File: src/hw/rtl/pst_pkg.sv
// Shared types and constants for the process state table.
package pst_pkg;

	localparam int DEPTH_DEF      = 32;
	localparam int ID_BITS_DEF    = 16;
	localparam int STATE_BITS_DEF = 8;
	localparam int WAITING_RESET  = 1;

	localparam int MODE_W   = 3;
	localparam int STATUS_W = 3;

	typedef enum logic [MODE_W-1:0] {
		MODE_INSERT = 3'd0,
		MODE_DELETE = 3'd1,
		MODE_GET    = 3'd2,
		MODE_LIST   = 3'd3,
		MODE_UPDATE = 3'd4
	} mode_t;

	typedef enum logic [STATUS_W-1:0] {
		STAT_DELETED  = 3'd0,
		STAT_STATE    = 3'd1,
		STAT_WAIT_ID  = 3'd2,
		STAT_NOTFOUND = 3'd3,
		STAT_FULL     = 3'd4
	} status_t;

endpackage

File: src/hw/rtl/process_state_table_top.sv
// Process state table: sequencer around the entry memory.
//
//  port group    dir  carries
//  s_*           in   tuser: mode; tdata: process_id, state_code
//  m_*           out  tuser: status; tdata: result_id, result_state; tlast: last
//  cfg_*         in   waiting_code write
//
// Insert writes the new entry at the tail from idle; a full table answers full. Other
// operations scan the memory newest to oldest behind a registered read, at one entry per
// cycle unless a listing stall holds the scan; a delete that moves entries shifts the newer
// ones down a place and restarts the read. The single memory port pair sets this rate.
// Reset empties the table and sets waiting_code to 1; no clearing pass is needed.
// A stalled output holds the listing scan until the pending id is taken.
module process_state_table_top
	import pst_pkg::*;
#(
	parameter int DEPTH      = DEPTH_DEF,
	parameter int ID_BITS    = ID_BITS_DEF,
	parameter int STATE_BITS = STATE_BITS_DEF
) (
	input  logic                                        clk,
	input  logic                                        arst_n,
	input  logic                                        s_tvalid,
	output logic                                        s_tready,
	// mode
	input  logic [MODE_W-1:0]                           s_tuser,
	// process_id, state_code
	input  logic [((ID_BITS+STATE_BITS+7)/8)*8-1:0]     s_tdata,
	output logic                                        m_tvalid,
	input  logic                                        m_tready,
	// status
	output logic [STATUS_W-1:0]                         m_tuser,
	// result_id, result_state
	output logic [((ID_BITS+STATE_BITS+7)/8)*8-1:0]     m_tdata,
	output logic                                        m_tlast,
	input  logic                                        cfg_we,
	input  logic [STATE_BITS-1:0]                       cfg_wdata
);

	localparam int ENT_W  = ID_BITS + STATE_BITS;
	localparam int DATA_W = ((ENT_W + 7) / 8) * 8;
	localparam int CNT_W  = $clog2(DEPTH + 1);
	localparam int IDX_W  = (DEPTH > 1) ? $clog2(DEPTH) : 1;

	typedef enum logic [1:0] {
		ST_IDLE,
		ST_SCAN,
		ST_SHIFT,
		ST_FINISH
	} fsm_t;

	fsm_t                  state_q;
	logic [CNT_W-1:0]      cnt_q;
	logic [STATE_BITS-1:0] waiting_q;
	mode_t                 op_q;
	logic [ID_BITS-1:0]    pid_q;
	logic [STATE_BITS-1:0] st_q;
	logic [IDX_W-1:0]      rd_idx_q;
	logic                  issue_q;
	logic                  valid_s1;
	logic [IDX_W-1:0]      idx_s1;
	logic                  pend_valid_q;
	logic [ID_BITS-1:0]    pend_id_q;
	status_t               res_status_q;
	logic [ID_BITS-1:0]    res_id_q;
	logic [STATE_BITS-1:0] res_state_q;
	logic                  m_tvalid_q;
	status_t               out_status_q;
	logic [ID_BITS-1:0]    out_id_q;
	logic [STATE_BITS-1:0] out_state_q;
	logic                  out_last_q;

	logic [ENT_W-1:0]      rd_data;
	logic [ID_BITS-1:0]    ent_id;
	logic [STATE_BITS-1:0] ent_state;
	logic [ID_BITS-1:0]    in_id;
	logic [STATE_BITS-1:0] in_state;
	logic [IDX_W-1:0]      last_idx;
	logic                  full;
	logic                  empty;
	logic                  out_free;
	logic                  id_hit;
	logic                  wait_hit;
	logic                  scan_end;
	logic                  list_stall;
	logic                  rd_en;
	logic                  mem_we;
	logic [IDX_W-1:0]      mem_wa;
	logic [ENT_W-1:0]      mem_wd;

	assign in_id     = s_tdata[ID_BITS-1:0];
	assign in_state  = s_tdata[ENT_W-1:ID_BITS];
	assign ent_id    = rd_data[ENT_W-1:STATE_BITS];
	assign ent_state = rd_data[STATE_BITS-1:0];
	assign last_idx  = IDX_W'(cnt_q - CNT_W'(1));
	assign full      = (cnt_q == CNT_W'(DEPTH));
	assign empty     = (cnt_q == '0);
	assign out_free  = !m_tvalid_q || m_tready;
	assign id_hit    = (ent_id == pid_q);
	assign wait_hit  = (ent_state == waiting_q);
	assign scan_end  = (idx_s1 == '0);

	assign list_stall = (state_q == ST_SCAN) && (op_q == MODE_LIST) && valid_s1 && wait_hit
		&& pend_valid_q && !out_free;
	assign rd_en = ((state_q == ST_SCAN) || (state_q == ST_SHIFT)) && issue_q && !list_stall;

	assign s_tready = (state_q == ST_IDLE);
	assign m_tvalid = m_tvalid_q;
	assign m_tuser  = out_status_q;
	assign m_tdata  = DATA_W'({out_state_q, out_id_q});
	assign m_tlast  = out_last_q;

	always_comb begin
		mem_we = 1'b0;
		mem_wa = idx_s1;
		mem_wd = rd_data;
		unique case (state_q)
			ST_IDLE: begin
				if (s_tvalid && (mode_t'(s_tuser) == MODE_INSERT) && !full) begin
					mem_we = 1'b1;
					mem_wa = IDX_W'(cnt_q);
					mem_wd = {in_id, in_state};
				end
			end
			ST_SCAN: begin
				if (valid_s1 && (op_q == MODE_UPDATE) && id_hit) begin
					mem_we = 1'b1;
					mem_wd = {pid_q, st_q};
				end
			end
			ST_SHIFT: begin
				if (valid_s1) begin
					mem_we = 1'b1;
					mem_wa = IDX_W'(idx_s1 - IDX_W'(1));
				end
			end
			default: ;
		endcase
	end

	pst_ram #(
		.DEPTH  (DEPTH),
		.WIDTH  (ENT_W),
		.ADDR_W (IDX_W)
	) u_ram (
		.clk     (clk),
		.we      (mem_we),
		.wa      (mem_wa),
		.wd      (mem_wd),
		.rd_en   (rd_en),
		.ra      (rd_idx_q),
		.rd_data (rd_data)
	);

	always_ff @(posedge clk or negedge arst_n) begin
		if (!arst_n) begin
			state_q      <= ST_IDLE;
			cnt_q        <= '0;
			waiting_q    <= STATE_BITS'(WAITING_RESET);
			m_tvalid_q   <= 1'b0;
			valid_s1     <= 1'b0;
			issue_q      <= 1'b0;
			pend_valid_q <= 1'b0;
		end else begin
			if (cfg_we) begin
				waiting_q <= cfg_wdata;
			end
			if (m_tready) begin
				m_tvalid_q <= 1'b0;
			end

			// advance the read pipeline
			if (rd_en) begin
				valid_s1 <= 1'b1;
				idx_s1   <= rd_idx_q;
				if (state_q == ST_SCAN) begin
					if (rd_idx_q == '0) begin
						issue_q <= 1'b0;
					end else begin
						rd_idx_q <= rd_idx_q - IDX_W'(1);
					end
				end else begin
					if (rd_idx_q == last_idx) begin
						issue_q <= 1'b0;
					end else begin
						rd_idx_q <= rd_idx_q + IDX_W'(1);
					end
				end
			end else if (!list_stall) begin
				valid_s1 <= 1'b0;
			end

			unique case (state_q)
				ST_IDLE: begin
					if (s_tvalid) begin
						op_q         <= mode_t'(s_tuser);
						pid_q        <= in_id;
						st_q         <= in_state;
						pend_valid_q <= 1'b0;
						valid_s1     <= 1'b0;
						rd_idx_q     <= last_idx;
						res_id_q     <= '0;
						res_state_q  <= '0;
						case (mode_t'(s_tuser))
							MODE_INSERT: begin
								if (full) begin
									res_status_q <= STAT_FULL;
									state_q      <= ST_FINISH;
								end else begin
									cnt_q <= cnt_q + CNT_W'(1);
								end
							end
							MODE_DELETE, MODE_GET, MODE_LIST: begin
								if (empty) begin
									res_status_q <= STAT_NOTFOUND;
									state_q      <= ST_FINISH;
								end else begin
									issue_q <= 1'b1;
									state_q <= ST_SCAN;
								end
							end
							MODE_UPDATE: begin
								if (!empty) begin
									issue_q <= 1'b1;
									state_q <= ST_SCAN;
								end
							end
							default: ;
						endcase
					end
				end
				ST_SCAN: begin
					if (valid_s1) begin
						if (op_q == MODE_LIST) begin
							if (!list_stall) begin
								if (wait_hit) begin
									if (pend_valid_q) begin
										m_tvalid_q   <= 1'b1;
										out_status_q <= STAT_WAIT_ID;
										out_id_q     <= pend_id_q;
										out_state_q  <= '0;
										out_last_q   <= 1'b0;
									end
									pend_id_q    <= ent_id;
									pend_valid_q <= 1'b1;
								end
								if (scan_end) begin
									if (wait_hit || pend_valid_q) begin
										res_status_q <= STAT_WAIT_ID;
										res_id_q     <= wait_hit ? ent_id : pend_id_q;
									end else begin
										res_status_q <= STAT_NOTFOUND;
									end
									state_q <= ST_FINISH;
								end
							end
						end else if (id_hit) begin
							issue_q <= 1'b0;
							case (op_q)
								MODE_GET: begin
									res_status_q <= STAT_STATE;
									res_state_q  <= ent_state;
									state_q      <= ST_FINISH;
								end
								MODE_DELETE: begin
									if (idx_s1 == last_idx) begin
										cnt_q        <= cnt_q - CNT_W'(1);
										res_status_q <= STAT_DELETED;
										res_id_q     <= pid_q;
										state_q      <= ST_FINISH;
									end else begin
										rd_idx_q <= idx_s1 + IDX_W'(1);
										issue_q  <= 1'b1;
										valid_s1 <= 1'b0;
										state_q  <= ST_SHIFT;
									end
								end
								default: begin
									state_q <= ST_IDLE;
								end
							endcase
						end else if (scan_end) begin
							if (op_q == MODE_UPDATE) begin
								state_q <= ST_IDLE;
							end else begin
								res_status_q <= STAT_NOTFOUND;
								state_q      <= ST_FINISH;
							end
						end
					end
				end
				ST_SHIFT: begin
					if (valid_s1 && (idx_s1 == last_idx)) begin
						issue_q      <= 1'b0;
						cnt_q        <= cnt_q - CNT_W'(1);
						res_status_q <= STAT_DELETED;
						res_id_q     <= pid_q;
						state_q      <= ST_FINISH;
					end
				end
				ST_FINISH: begin
					if (out_free) begin
						m_tvalid_q   <= 1'b1;
						out_status_q <= res_status_q;
						out_id_q     <= res_id_q;
						out_state_q  <= res_state_q;
						out_last_q   <= 1'b1;
						state_q      <= ST_IDLE;
					end
				end
				default: begin
					state_q <= ST_IDLE;
				end
			endcase
		end
	end

endmodule

File: src/hw/rtl/pst_ram.sv
// Single-port-write, registered-read entry memory.
module pst_ram #(
	parameter int DEPTH  = 32,
	parameter int WIDTH  = 24,
	parameter int ADDR_W = 5
) (
	input  logic              clk,
	input  logic              we,
	input  logic [ADDR_W-1:0] wa,
	input  logic [WIDTH-1:0]  wd,
	input  logic              rd_en,
	input  logic [ADDR_W-1:0] ra,
	output logic [WIDTH-1:0]  rd_data
);

	logic [WIDTH-1:0] mem [DEPTH];
	logic [WIDTH-1:0] rd_data_q;

	always_ff @(posedge clk) begin
		if (we) begin
			mem[wa] <= wd;
		end
	end

	always_ff @(posedge clk) begin
		if (rd_en) begin
			rd_data_q <= mem[ra];
		end
	end

	assign rd_data = rd_data_q;

endmodule
File: config.mk
export PLATFORM = sky130hd
export DESIGN_NAME = process_state_table_top
export DESIGN_NICKNAME = d
export VERILOG_FILES = /design/src/hw/rtl/pst_pkg.sv /design/src/hw/rtl/process_state_table_top.sv /design/src/hw/rtl/pst_ram.sv
export SDC_FILE = /design/constraint.sdc
export NUM_CORES = 1
export LEC_CHECK = 0
export BUFFER_PORTS_ARGS = -buffer_cell sky130_fd_sc_hd__buf_2
export CORE_ASPECT_RATIO = 1.25
export CORE_UTILIZATION = 50
export DETAILED_ROUTE_END_ITERATION = 6
export GPL_TIMING_DRIVEN = 0
export PLACE_DENSITY_LB_ADDON = 0.1
export SYNTH_ARGS = -nofsm -noshare
export SYNTH_HDL_FRONTEND = slang
export SYNTH_SLANG_ARGS = --single-unit
File: constraint.sdc
create_clock -name clk -period 4.8 [get_ports clk]
set_clock_uncertainty 0.2 [all_clocks]
set_input_delay 1.44 -clock clk [delete_from_list [all_inputs] [get_ports clk]]
set_output_delay 1.44 -clock clk [all_outputs]
set_load 0.03 [all_outputs]
After elaboration in Yosys (flattened, before gate mapping)
Memory sizes are Yosys's and may differ from the RTL's. A register that Yosys moved wholly into a read port is not among the register bits.
Index checks and enable logic that the tools add are counted.

storage, ports and cells
  output and inout bits = 30
  ROM bits = 0
  input bits = 40
  latch bits = 0
  register bits after elaboration = 128
  memories = 1
  word-level logic and storage cells = 262
  RAM bits = 768

operators by class
  $add $sub $neg = 6
  bitwise operators = 1
  multipliers = 0
  order comparisons = 0
  reduce and logical (&&, ||, !) cells = 39
  div/mod/pow operators = 0
  shift operators = 0
  multiplexer cells = 149
  equal/unequal tests = 46

memory list
  name       depth  bits a word  rd ports  clocked after Yosys merged registers in  wr ports  RTL line       source
  u_ram.mem  32     24           1         1                                        1         pst_ram.sv:16  logic [WIDTH-1:0] mem [DEPTH];

operators with widths
  operator            count
  $mux 16             17
  $mux 8              11
  $mux 5              12
  $mux 3              18
  $mux 6              9
  $mux 24             2
  $pmux 16 s3         1
  $pmux 24 s2         1
  $mux 1              46
  $pmux 16 s2         1
  $pmux 8 s2          2
  $mux 2              13
  $pmux 5 s2          2
  $reduce_and 10->1   2
  $ne 2x2->1 const B  9
  $ne 3x3->1 const B  6
  $pmux 3 s2          3
  $pmux 6 s3          1
  $eq 16x16->1        1
  $reduce_and 14->1   1
  $eq 3x2->1 const B  4
  $logic_and 1x1->1   12
  $ne 2x1->1 const B  6
  $reduce_and 11->1   1
  40 further kinds    60

Depth between registers and ports, before layout
Gate-level depths: netlist of the first run.

  word-level depth = 15
  mapped depth = 11
  depth with buffers taken out = 8

Cells and area by module
Synthesis of the first run repeated with hierarchy kept, for this count alone.

unflattened totals
  cells, all modules = 2324
  area total of the unflattened synthesis = 37821.3 um^2

by module, submodules not included
  module                   seq. area each (um^2)  area each (um^2)  times used  cells an instance
  pst_ram                  23782.8                30715.7           1           1711
  process_state_table_top  3744.8                 7105.6            1           613

Least setup slack after synthesis of the first run
Ideal clock, no wire load.

  kind = input to register
  from = input port s_tuser[1]
  to = memory u_ram.mem[16][0], enable pin
  buffers on the path = 0
  cell stages on the path = 6
  setup time = 0.435 ns
  slack = -0.609 ns
  arrival time = 4.774 ns
  cells stage by stage = nor3_1 -> o211ai_4 -> mux2_1 -> a222oi_1 -> nand2_1 -> nor3_1

between the ends
  cells in the longest elaborated chain, start to end = 7
  elaborated cells on any way between the ends = 9

ends and longest elaborated chain
  what                              RTL line                        source
  start: declaration                process_state_table_top.sv:26   input logic [MODE_W-1:0] s_tuser,
  $logic_not 3->1 *                 process_state_table_top.sv:119  if (s_tvalid && (mode_t'(s_tuser) == MODE_INSERT) && !full) begin
  $logic_and 1x1->1 * (2 in a row)  process_state_table_top.sv:119
  $mux 1                            process_state_table_top.sv:119
  $pmux 1 s3                        process_state_table_top.sv:117  unique case (state_q)
  $mux 1                            pst_ram.sv:20                   if (we) begin
  $mux 1 (implied by the code)      pst_ram.sv:21                   mem[wa] <= wd;
  end: declaration                  pst_ram.sv:16

Every way passes the cells marked *; elsewhere a longest branch is shown, timed or not.

Final worst setup path of the first run
  from = register cnt_q[0]
  to = memory u_ram.mem[17][14], enable pin

between the ends
  cells in the longest elaborated chain, start to end = 7
  elaborated cells on any way between the ends = 9

ends and longest elaborated chain
  what                          RTL line                        source
  start: declaration            process_state_table_top.sv:53   logic [CNT_W-1:0] cnt_q;
  start signal: assignment      process_state_table_top.sv:210  cnt_q <= cnt_q + CNT_W'(1);
  start signal: assignment      process_state_table_top.sv:267  cnt_q <= cnt_q - CNT_W'(1);
  start signal: assignment      process_state_table_top.sv:295  cnt_q <= cnt_q - CNT_W'(1);
  $eq 6x6->1                    process_state_table_top.sv:96   assign full = (cnt_q == CNT_W'(DEPTH));
  $logic_not 1->1               process_state_table_top.sv:119
  $logic_and 1x1->1             process_state_table_top.sv:119
  $mux 1                        process_state_table_top.sv:119
  $pmux 1 s3                    process_state_table_top.sv:117
  $mux 1                        pst_ram.sv:20
  $mux 1 (implied by the code)  pst_ram.sv:21

Several ways; a longest one is shown, not always the timed one.

==> flow_metrics.env, run 1 <==
export IMPL_final_cell_mix="edfxtp_1, mux2i_1, mux4_2"
export IMPL_cp_startpoint="cnt_q[0]"
export IMPL_tightest_slew_ns=1.40
export IMPL_crit_end="u_ram.mem[17][14]"
export IMPL_synth_edf_count=900
export IMPL_mappedNetlistNets=2088
export IMPL_cp_required_ns=4.96
export IMPL_die_h_um=307
export IMPL_worstPathMaxFanout=10
export IMPL_crit_slowest_cell="or4b_4"
export IMPL_drt_wl_total_um=97800
export IMPL_worst_r2r_path_depth=14
export IMPL_r2r_end="u_ram.mem[17][14]"
export IMPL_drt_first_pass_iters=7
export IMPL_ir_drop_uv=282
export IMPL_maxSlewViolCount=0
export IMPL_outcome="finished, final reports clean"
export IMPL_async_reset_ff_share_pct=2.17
export IMPL_slowest_delay_ns=0.53
export IMPL_layout_min_cycle_time_ns=4.62
export IMPL_ys_seq_elements=920
export IMPL_core_area_um2=73600
export IMPL_io_buffers=68
export IMPL_fin_setup_tns_ns=0
export IMPL_cts_tree="built"
export IMPL_clk_pin_slew_ns=0.06
export IMPL_critical_path_class="reg2reg"
export IMPL_synth_area_mux_share_pct=12.6
export IMPL_worst_slack_ns=0.180
export IMPL_cp_start_kind="flop"
export IMPL_syn_to_final_growth_pct=16.4
export IMPL_start_util_pct=50.7
export IMPL_yosysUniqueCellTypes=71
export IMPL_gp_congestion=0.887
export IMPL_powerDensity_nw_per_um2=370
export IMPL_synth_compound_area_share_pct=6.40
export IMPL_nFillCells=5505
export IMPL_cap_violations=0
export IMPL_post_drt_via_cell_ratio=6.20
export IMPL_cts_sinks=920
export IMPL_diodes=0
export IMPL_r2r_start="cnt_q[0]"
export IMPL_rows=111
export IMPL_synth_simple_gate_area_share_pct=3.88
export IMPL_grt_ovfl_total=0
export IMPL_fin_nets=2351
export IMPL_final_layout_size_suffix_gt1_share_pct=23.0
export IMPL_track_usage_pct=26.2
export IMPL_h_tree_depth=3
export IMPL_ios=70
export IMPL_finalCritPeriodShare_pct=96.2
export IMPL_p_leak_nw=14.5
export IMPL_setup_viol=0
export IMPL_synth_fa_ha_area_share_pct=0.396
export IMPL_grt_pass1_vias=21118
export IMPL_synthFlopType="edfxtp_1"
export IMPL_num_vias=20614
export IMPL_p_total_mw=16.1
export IMPL_synth_top_family_by_area="multiplexers"
export IMPL_ys_warnings_count=0
export IMPL_max_freq_mhz=216
export IMPL_hold_viol=0
export IMPL_synthesis_area_um2=37300
export IMPL_drc_errors=0
export IMPL_cp_end_kind="flop"
export IMPL_maxSlewHeadroom_pct=6.64
export IMPL_cts_made_buffers=90
export IMPL_r2r_slack_ns=0.18
export IMPL_cts_root_buf="clkbuf_16"
export IMPL_wl_per_cell_um=29.4
export IMPL_dieArea_um2=75800
export IMPL_synthXorXnorAreaFrac_pct=1.34
export IMPL_mostFrequentLayoutCell="edfxtp_1"
export IMPL_seq_area_frac_synth_pct=73.7
export IMPL_dpl_worst_slack_ns=-1.11
export IMPL_synthCells=2037
export IMPL_hp_class="reg2reg"
export IMPL_drt_initial_drc_count=2035
export IMPL_antenna_found_initial=1
export IMPL_arrival_ns=4.78
export IMPL_clock_path_buffers=3
export IMPL_worstSkewPairLatency_ns=0.66
export IMPL_ant_nets=0
export IMPL_synth_area_per_cell_um2=18.3
export IMPL_hpwl_um=68200
export IMPL_dieWidth_um=246
export IMPL_path_cells="clkbuf_1, inv_1, ha_1, buf_2, or4b_4, o211ai_4, mux2i_1, o221ai_2, a211o_2, buf_2, nor3_4, buf_8, buf_6, buf_6"
export IMPL_grt_start_max_net_pins=33
export IMPL_grt_pass1_wl_um=142000
[worst min path at each step]
stage | endpoint | cells past startpoint | from | slack, ns
2_1_floorplan | idx_s1[2] | 0 | rd_idx_q[2] | 0.22
3_3_place_gp | idx_s1[4] | 0 | rd_idx_q[4] | 0.23
3_5_place_dp | idx_s1[4] | 0 | rd_idx_q[4] | 0.24
4_1_cts | idx_s1[4] | 0 | rd_idx_q[4] | 0.25
5_1_grt | idx_s1[4] | 0 | rd_idx_q[4] | 0.26
6_report | idx_s1[4] | 0 | rd_idx_q[4] | 0.25
[cell usage after synthesis (4+ instances only)]
| cell type | count | share of area [%] |
|---|---|---|
| mux2i_1 | 151 | 4.0 |
| a22oi_1 | 18 | 0.36 |
| nand2b_1 | 7 | 0.12 |
| buf_2 | 29 | 0.39 |
| xor2_1 | 24 | 0.56 |
| nor3_1 | 40 | 0.54 |
| nand3_1 | 14 | 0.19 |
| nor2_1 | 48 | 0.48 |
| mux2_2 | 42 | 1.3 |
| edfxtp_1 | 900 | 72 |
| a21o_1 | 6 | 0.12 |
| nor2b_1 | 6 | 0.10 |
| or2_2 | 5 | 0.084 |
| dfrtp_1 | 19 | 1.3 |
| buf_1 | 22 | 0.22 |
| nor4_1 | 10 | 0.17 |
| nor4b_1 | 4 | 0.094 |
| clkbuf_1 | 74 | 0.74 |
| o21ai_0 | 31 | 0.42 |
| o211ai_1 | 7 | 0.14 |
| mux4_2 | 120 | 7.2 |
| o22ai_1 | 42 | 0.70 |
| a221o_1 | 24 | 0.64 |
| xnor2_1 | 23 | 0.54 |
| and2_1 | 45 | 0.75 |
| nand4_1 | 8 | 0.13 |
| nor3_2 | 12 | 0.32 |
| ha_1 | 11 | 0.37 |
| xnor3_1 | 4 | 0.24 |
| or3_1 | 6 | 0.10 |
| inv_1 | 19 | 0.19 |
| o31ai_1 | 26 | 0.52 |
| a21oi_1 | 64 | 0.86 |
| o221ai_1 | 73 | 1.7 |
| nand2_1 | 51 | 0.51 |
[logic make-up after synthesis]
logic type | Yosys count
AND/OR/NAND/NOR | 268
adder cells (fa/ha/maj) | 12
flip-flops | 920
AO/OA/AOI/OAI | 323
buffers and inverters | 149
XOR/XNOR | 51
multiplexers | 314
[metrics by stage]
step	hold slack, ns	util [%]	std cells	instance area, um^2
2_1_floorplan	0.224	-	2037	37400
3_3_place_gp	0.232	52.9	3065	39000
3_5_place_dp	0.235	54.5	3112	40100
4_1_cts	0.249	58.6	3296	43100
5_1_grt	0.263	59.0	3324	43500
6_report	0.246	59.0	3324	43500
[sequential cells by signal, indices dropped and copies added, names as in the netlist, 2 cells and up]
name,flops
out_state_q,8
rd_idx_q,5
pid_q,16
cnt_q,6
out_id_q,16
u_ram.mem,768
m_tuser,3
res_status_q,3
u_ram.rd_data,24
pend_id_q,16
st_q,8
waiting_q,8
op_q,3
res_state_q,8
idx_s1,5
state_q,2
res_id_q,16
[area by class of cell]
class	count	area (um^2)	share of cell area, %
plain buffers	128	536	1.23
multi-input cells	968	9530	21.9
clock inverters	48	394	0.907
flip-flops and latches	920	27500	63.3
well taps	960	1200	2.76
repair buffers	171	1840	4.22
inverters	21	78.8	0.181
clock buffers	108	2360	5.43
[power by group]
part	internal, mW	total (mW)	leakage (nW)	switching, mW
Combinational	0.231	0.627	4.88	0.397
Clock	3.77	6.74	1.34	2.97
Sequential	8.70	8.71	8.32	0.00697
[worst max-delay path: cells and delay by family (launching register included)]
kind                     cells  cell delay (ns)
buffers and inverters        7             1.46
AO/OA/AOI/OAI                3             1.02
AND/OR/NAND/NOR              2             0.80
flip-flops                   1             0.38
multiplexers                 1             0.30
adder cells (fa/ha/maj)      1             0.14
[per-layer routing]
metal	vias to the layer above	track usage, %	wire length, um
met1	10745	33.2	37900
met4	2	9.49	3150
met2	798	45.5	50500
met3	167	4.30	6260
met5	-	0	11
li1	8902	-	-
[what timing repair did]
item / in CTS / in global routing
gates resized for setup: 8 / 3
pin swaps: 9 / 12
setup buffers: 28 / 28
hold buffers: 0 / 0
setup endpoints to repair: 457 / 284
(Power assumes the default switching activity.)
==> run 2, diff against run 1 <==
--- a/config.mk
+++ b/config.mk
@@ -8,6 +8,7 @@
 export BUFFER_PORTS_ARGS = -buffer_cell sky130_fd_sc_hd__buf_2
 export CORE_ASPECT_RATIO = 1.25
 export CORE_UTILIZATION = 50
+export CTS_CLUSTER_DIAMETER = 120
 export DETAILED_ROUTE_END_ITERATION = 6
 export GPL_TIMING_DRIVEN = 0
 export PLACE_DENSITY_LB_ADDON = 0.1
==> constraint.sdc (replaced) <==
create_clock -name clk -period 4.8 [get_ports clk]
set_clock_uncertainty 0.2 [all_clocks]
set_input_delay 0.96 -clock clk [delete_from_list [all_inputs] [get_ports clk]]
set_output_delay 0.96 -clock clk [all_outputs]
set_load 0.03 [all_outputs]
==> run 2 against run 1 <==
Combinational power barely moved. Die area unchanged. Highest routed layer is now met4. Count of clock-buffer cells in the layout is 2 higher. Global-route usage shrank 0.26 points. Fmax fell by 1.9%. Critical path depth is 6 lower. Worst setup slack got worse by 0.091 ns. Critical path type unchanged. Design area grew 0.14%.
==> flow_metrics.env, run 2 (synthesized netlist as in run 1, its figures left out) <==
export IMPL_cts_tree="built"
export IMPL_comb_power_share_pct=3.8
export IMPL_cts_sinks=920
export IMPL_regArea_um2=27500
export IMPL_path_delay_family="buffers and inverters"
export IMPL_placed_area_um2=40100
export IMPL_maxSlewHeadroom_pct=10.0
export IMPL_hp_class="in2async"
export IMPL_layout_min_cycle_time_ns=4.71
export IMPL_outcome="finished, final reports clean"
export IMPL_crit_top_cell="clkbuf_1"
export IMPL_die_h_um=307
export IMPL_cap_violations=0
export IMPL_track_usage_pct=26.0
export IMPL_antenna_found_initial=3
export IMPL_slowest_delay_ns=0.71
export IMPL_arrival_ns=4.81
export IMPL_final_cell_mix="edfxtp_1, mux2i_1, mux4_2"
export IMPL_dieWidth_um=246
export IMPL_fin_setup_tns_ns=0
export IMPL_ant_nets=0
export IMPL_io_buffers=68
export IMPL_p_int_mw=12.9
export IMPL_grt_pass1_wl_um=141000
export IMPL_r2r_slack_ns=0.09
export IMPL_hold_viol=0
export IMPL_grt_ovfl_total=0
export IMPL_multi_input_area_um2=9520
export IMPL_num_vias=20460
export IMPL_gp_congestion=0.880
export IMPL_start_util_pct=50.7
export IMPL_maxSlewViolCount=0
export IMPL_cp_num_buf_inv=4
export IMPL_post_drt_via_cell_ratio=6.15
export IMPL_powerDensity_nw_per_um2=375
export IMPL_largest_register="u_ram.mem"
export IMPL_rows=111
export IMPL_ios=70
export IMPL_dieArea_um2=75800
export IMPL_fin_nets=2344
export IMPL_h_tree_depth=3
export IMPL_grt_start_max_net_pins=33
export IMPL_drt_wl_total_um=96900
export IMPL_stdcell_area_um2=43500
export IMPL_r2r_start="rd_idx_q[1]"
export IMPL_drt_initial_drc_count=1783
export IMPL_r2r_end="u_ram.rd_data[18]"
export IMPL_cp_start_kind="flop"
export IMPL_switching_share_pct=20.7
export IMPL_syn_to_final_growth_pct=16.6
export IMPL_dpl_worst_slack_ns=-0.835
export IMPL_grt_pass1_vias=20925
export IMPL_largest_register_ffs=768
export IMPL_core_area_um2=73600
export IMPL_power_share_clock_pct=42.8
export IMPL_cp_required_ns=4.90
export IMPL_mostFrequentLayoutCell="edfxtp_1"
export IMPL_drc_errors=0
export IMPL_worst_r2r_path_depth=8
export IMPL_p_leak_nw=14.6
export IMPL_cts_made_buffers=90
export IMPL_nFillCells=5477
export IMPL_netSwitchingPower_mw=3.38
export IMPL_wl_per_cell_um=29.1
export IMPL_clock_path_buffers=3
export IMPL_clk_pin_slew_ns=0.06
export IMPL_seq_power_share_pct=53.4
export IMPL_drt_first_pass_iters=7
export IMPL_max_freq_mhz=212
export IMPL_finalCritPeriodShare_pct=98.1
export IMPL_path_cells="clkbuf_1, nand2b_1, clkbuf_1, clkbuf_1, buf_1, o221ai_1, a21oi_1, o31ai_1"
export IMPL_setup_viol=0
export IMPL_cp_end_kind="flop"
export IMPL_hpwl_um=67700
export IMPL_worstPathMaxFanout=10
export IMPL_worst_slack_ns=0.0897
export IMPL_crit_slowest_cell="clkbuf_1"
export IMPL_final_layout_size_suffix_gt1_share_pct=23.2
export IMPL_holdBufCountCts=0
export IMPL_cts_root_buf="clkbuf_16"
export IMPL_ir_drop_uv=262
export IMPL_tightest_slew_ns=1.35
export IMPL_worstSkewPairLatency_ns=0.66
export IMPL_critical_path_class="reg2reg"
[run 2: worst max path at each step]
stage | cells after the start | start | slack (ns) | to
3_3_place_gp | 10 | cnt_q[0] | -3.43 | u_ram.mem[16][15]
5_1_grt | 11 | cnt_q[0] | -0.04 | u_ram.mem[15][22]
2_1_floorplan | 10 | cnt_q[0] | -0.37 | u_ram.mem[16][0]
4_1_cts | 14 | cnt_q[0] | 0.01 | u_ram.mem[17][22]
3_5_place_dp | 13 | cnt_q[0] | -0.83 | u_ram.mem[17][15]
6_report | 8 | rd_idx_q[1] | 0.09 | u_ram.rd_data[18]
[run 2: area by class of cell]
type | instances | area share, %
Antenna cell | 3 | 0.0172
Buffer | 128 | 1.23
Clock buffer | 110 | 5.54
Clock inverter | 51 | 1.10
Inverter | 21 | 0.181
Multi-Input combinational cell | 968 | 21.9
Sequential cell | 920 | 63.2
Tap cell | 960 | 2.76
Timing Repair Buffer | 164 | 4.05
[run 2: power by group through the flow]
| stage | registers, mW | logic (mW) | clock network (mW) |
|---|---|---|---|
| after global routing | 8.71 | 0.661 | 7.37 |
| after CTS | 8.71 | 0.626 | 7.08 |
| final | 8.71 | 0.627 | 6.98 |
| after floorplan | 8.88 | 0.379 | 0 |
| after detailed placement | 8.88 | 0.624 | 0 |
| after global placement | 8.88 | 0.619 | 0 |
[run 2: layer usage]
layer  track usage (%)  vias up  wire length, um
met5                 0        -                0
met4              10.1        0             3160
met3              3.65      152             6490
met2              44.9      834            50000
met1              33.1    10581            37200
li1                  -     8893                -
[run 2: through the flow]
| stage | cells | utilization, % | hold WS [ns] | power (mW) |
|---|---|---|---|---|
| final | 3325 | 59.1 | 0.167 | 16.3 |
| after global placement | 3065 | 52.9 | 0.233 | 9.50 |
| after global routing | 3322 | 59.1 | 0.200 | 16.7 |
| after detailed placement | 3114 | 54.4 | 0.238 | 9.50 |
| after floorplan | 2037 | - | 0.224 | 9.26 |
| after CTS | 3300 | 58.8 | 0.154 | 16.4 |
[run 2: timing repair]
action | 4_1_cts | 5_1_grt
resized for setup | 9 | 3
gates cloned | 0 | 0
setup buffers | 25 | 22
setup endpoints to repair | 522 | 239
pin swaps | 10 | 13
[run 2: worst register-to-register path, stage by stage, from the launching register on]
cell	delay (ns)
edfxtp_1	0.37
clkbuf_1	0.71
nand2b_1	0.19
clkbuf_1	0.58
clkbuf_1	0.64
buf_1	0.67
o221ai_1	0.47
a21oi_1	0.29
o31ai_1	0.23
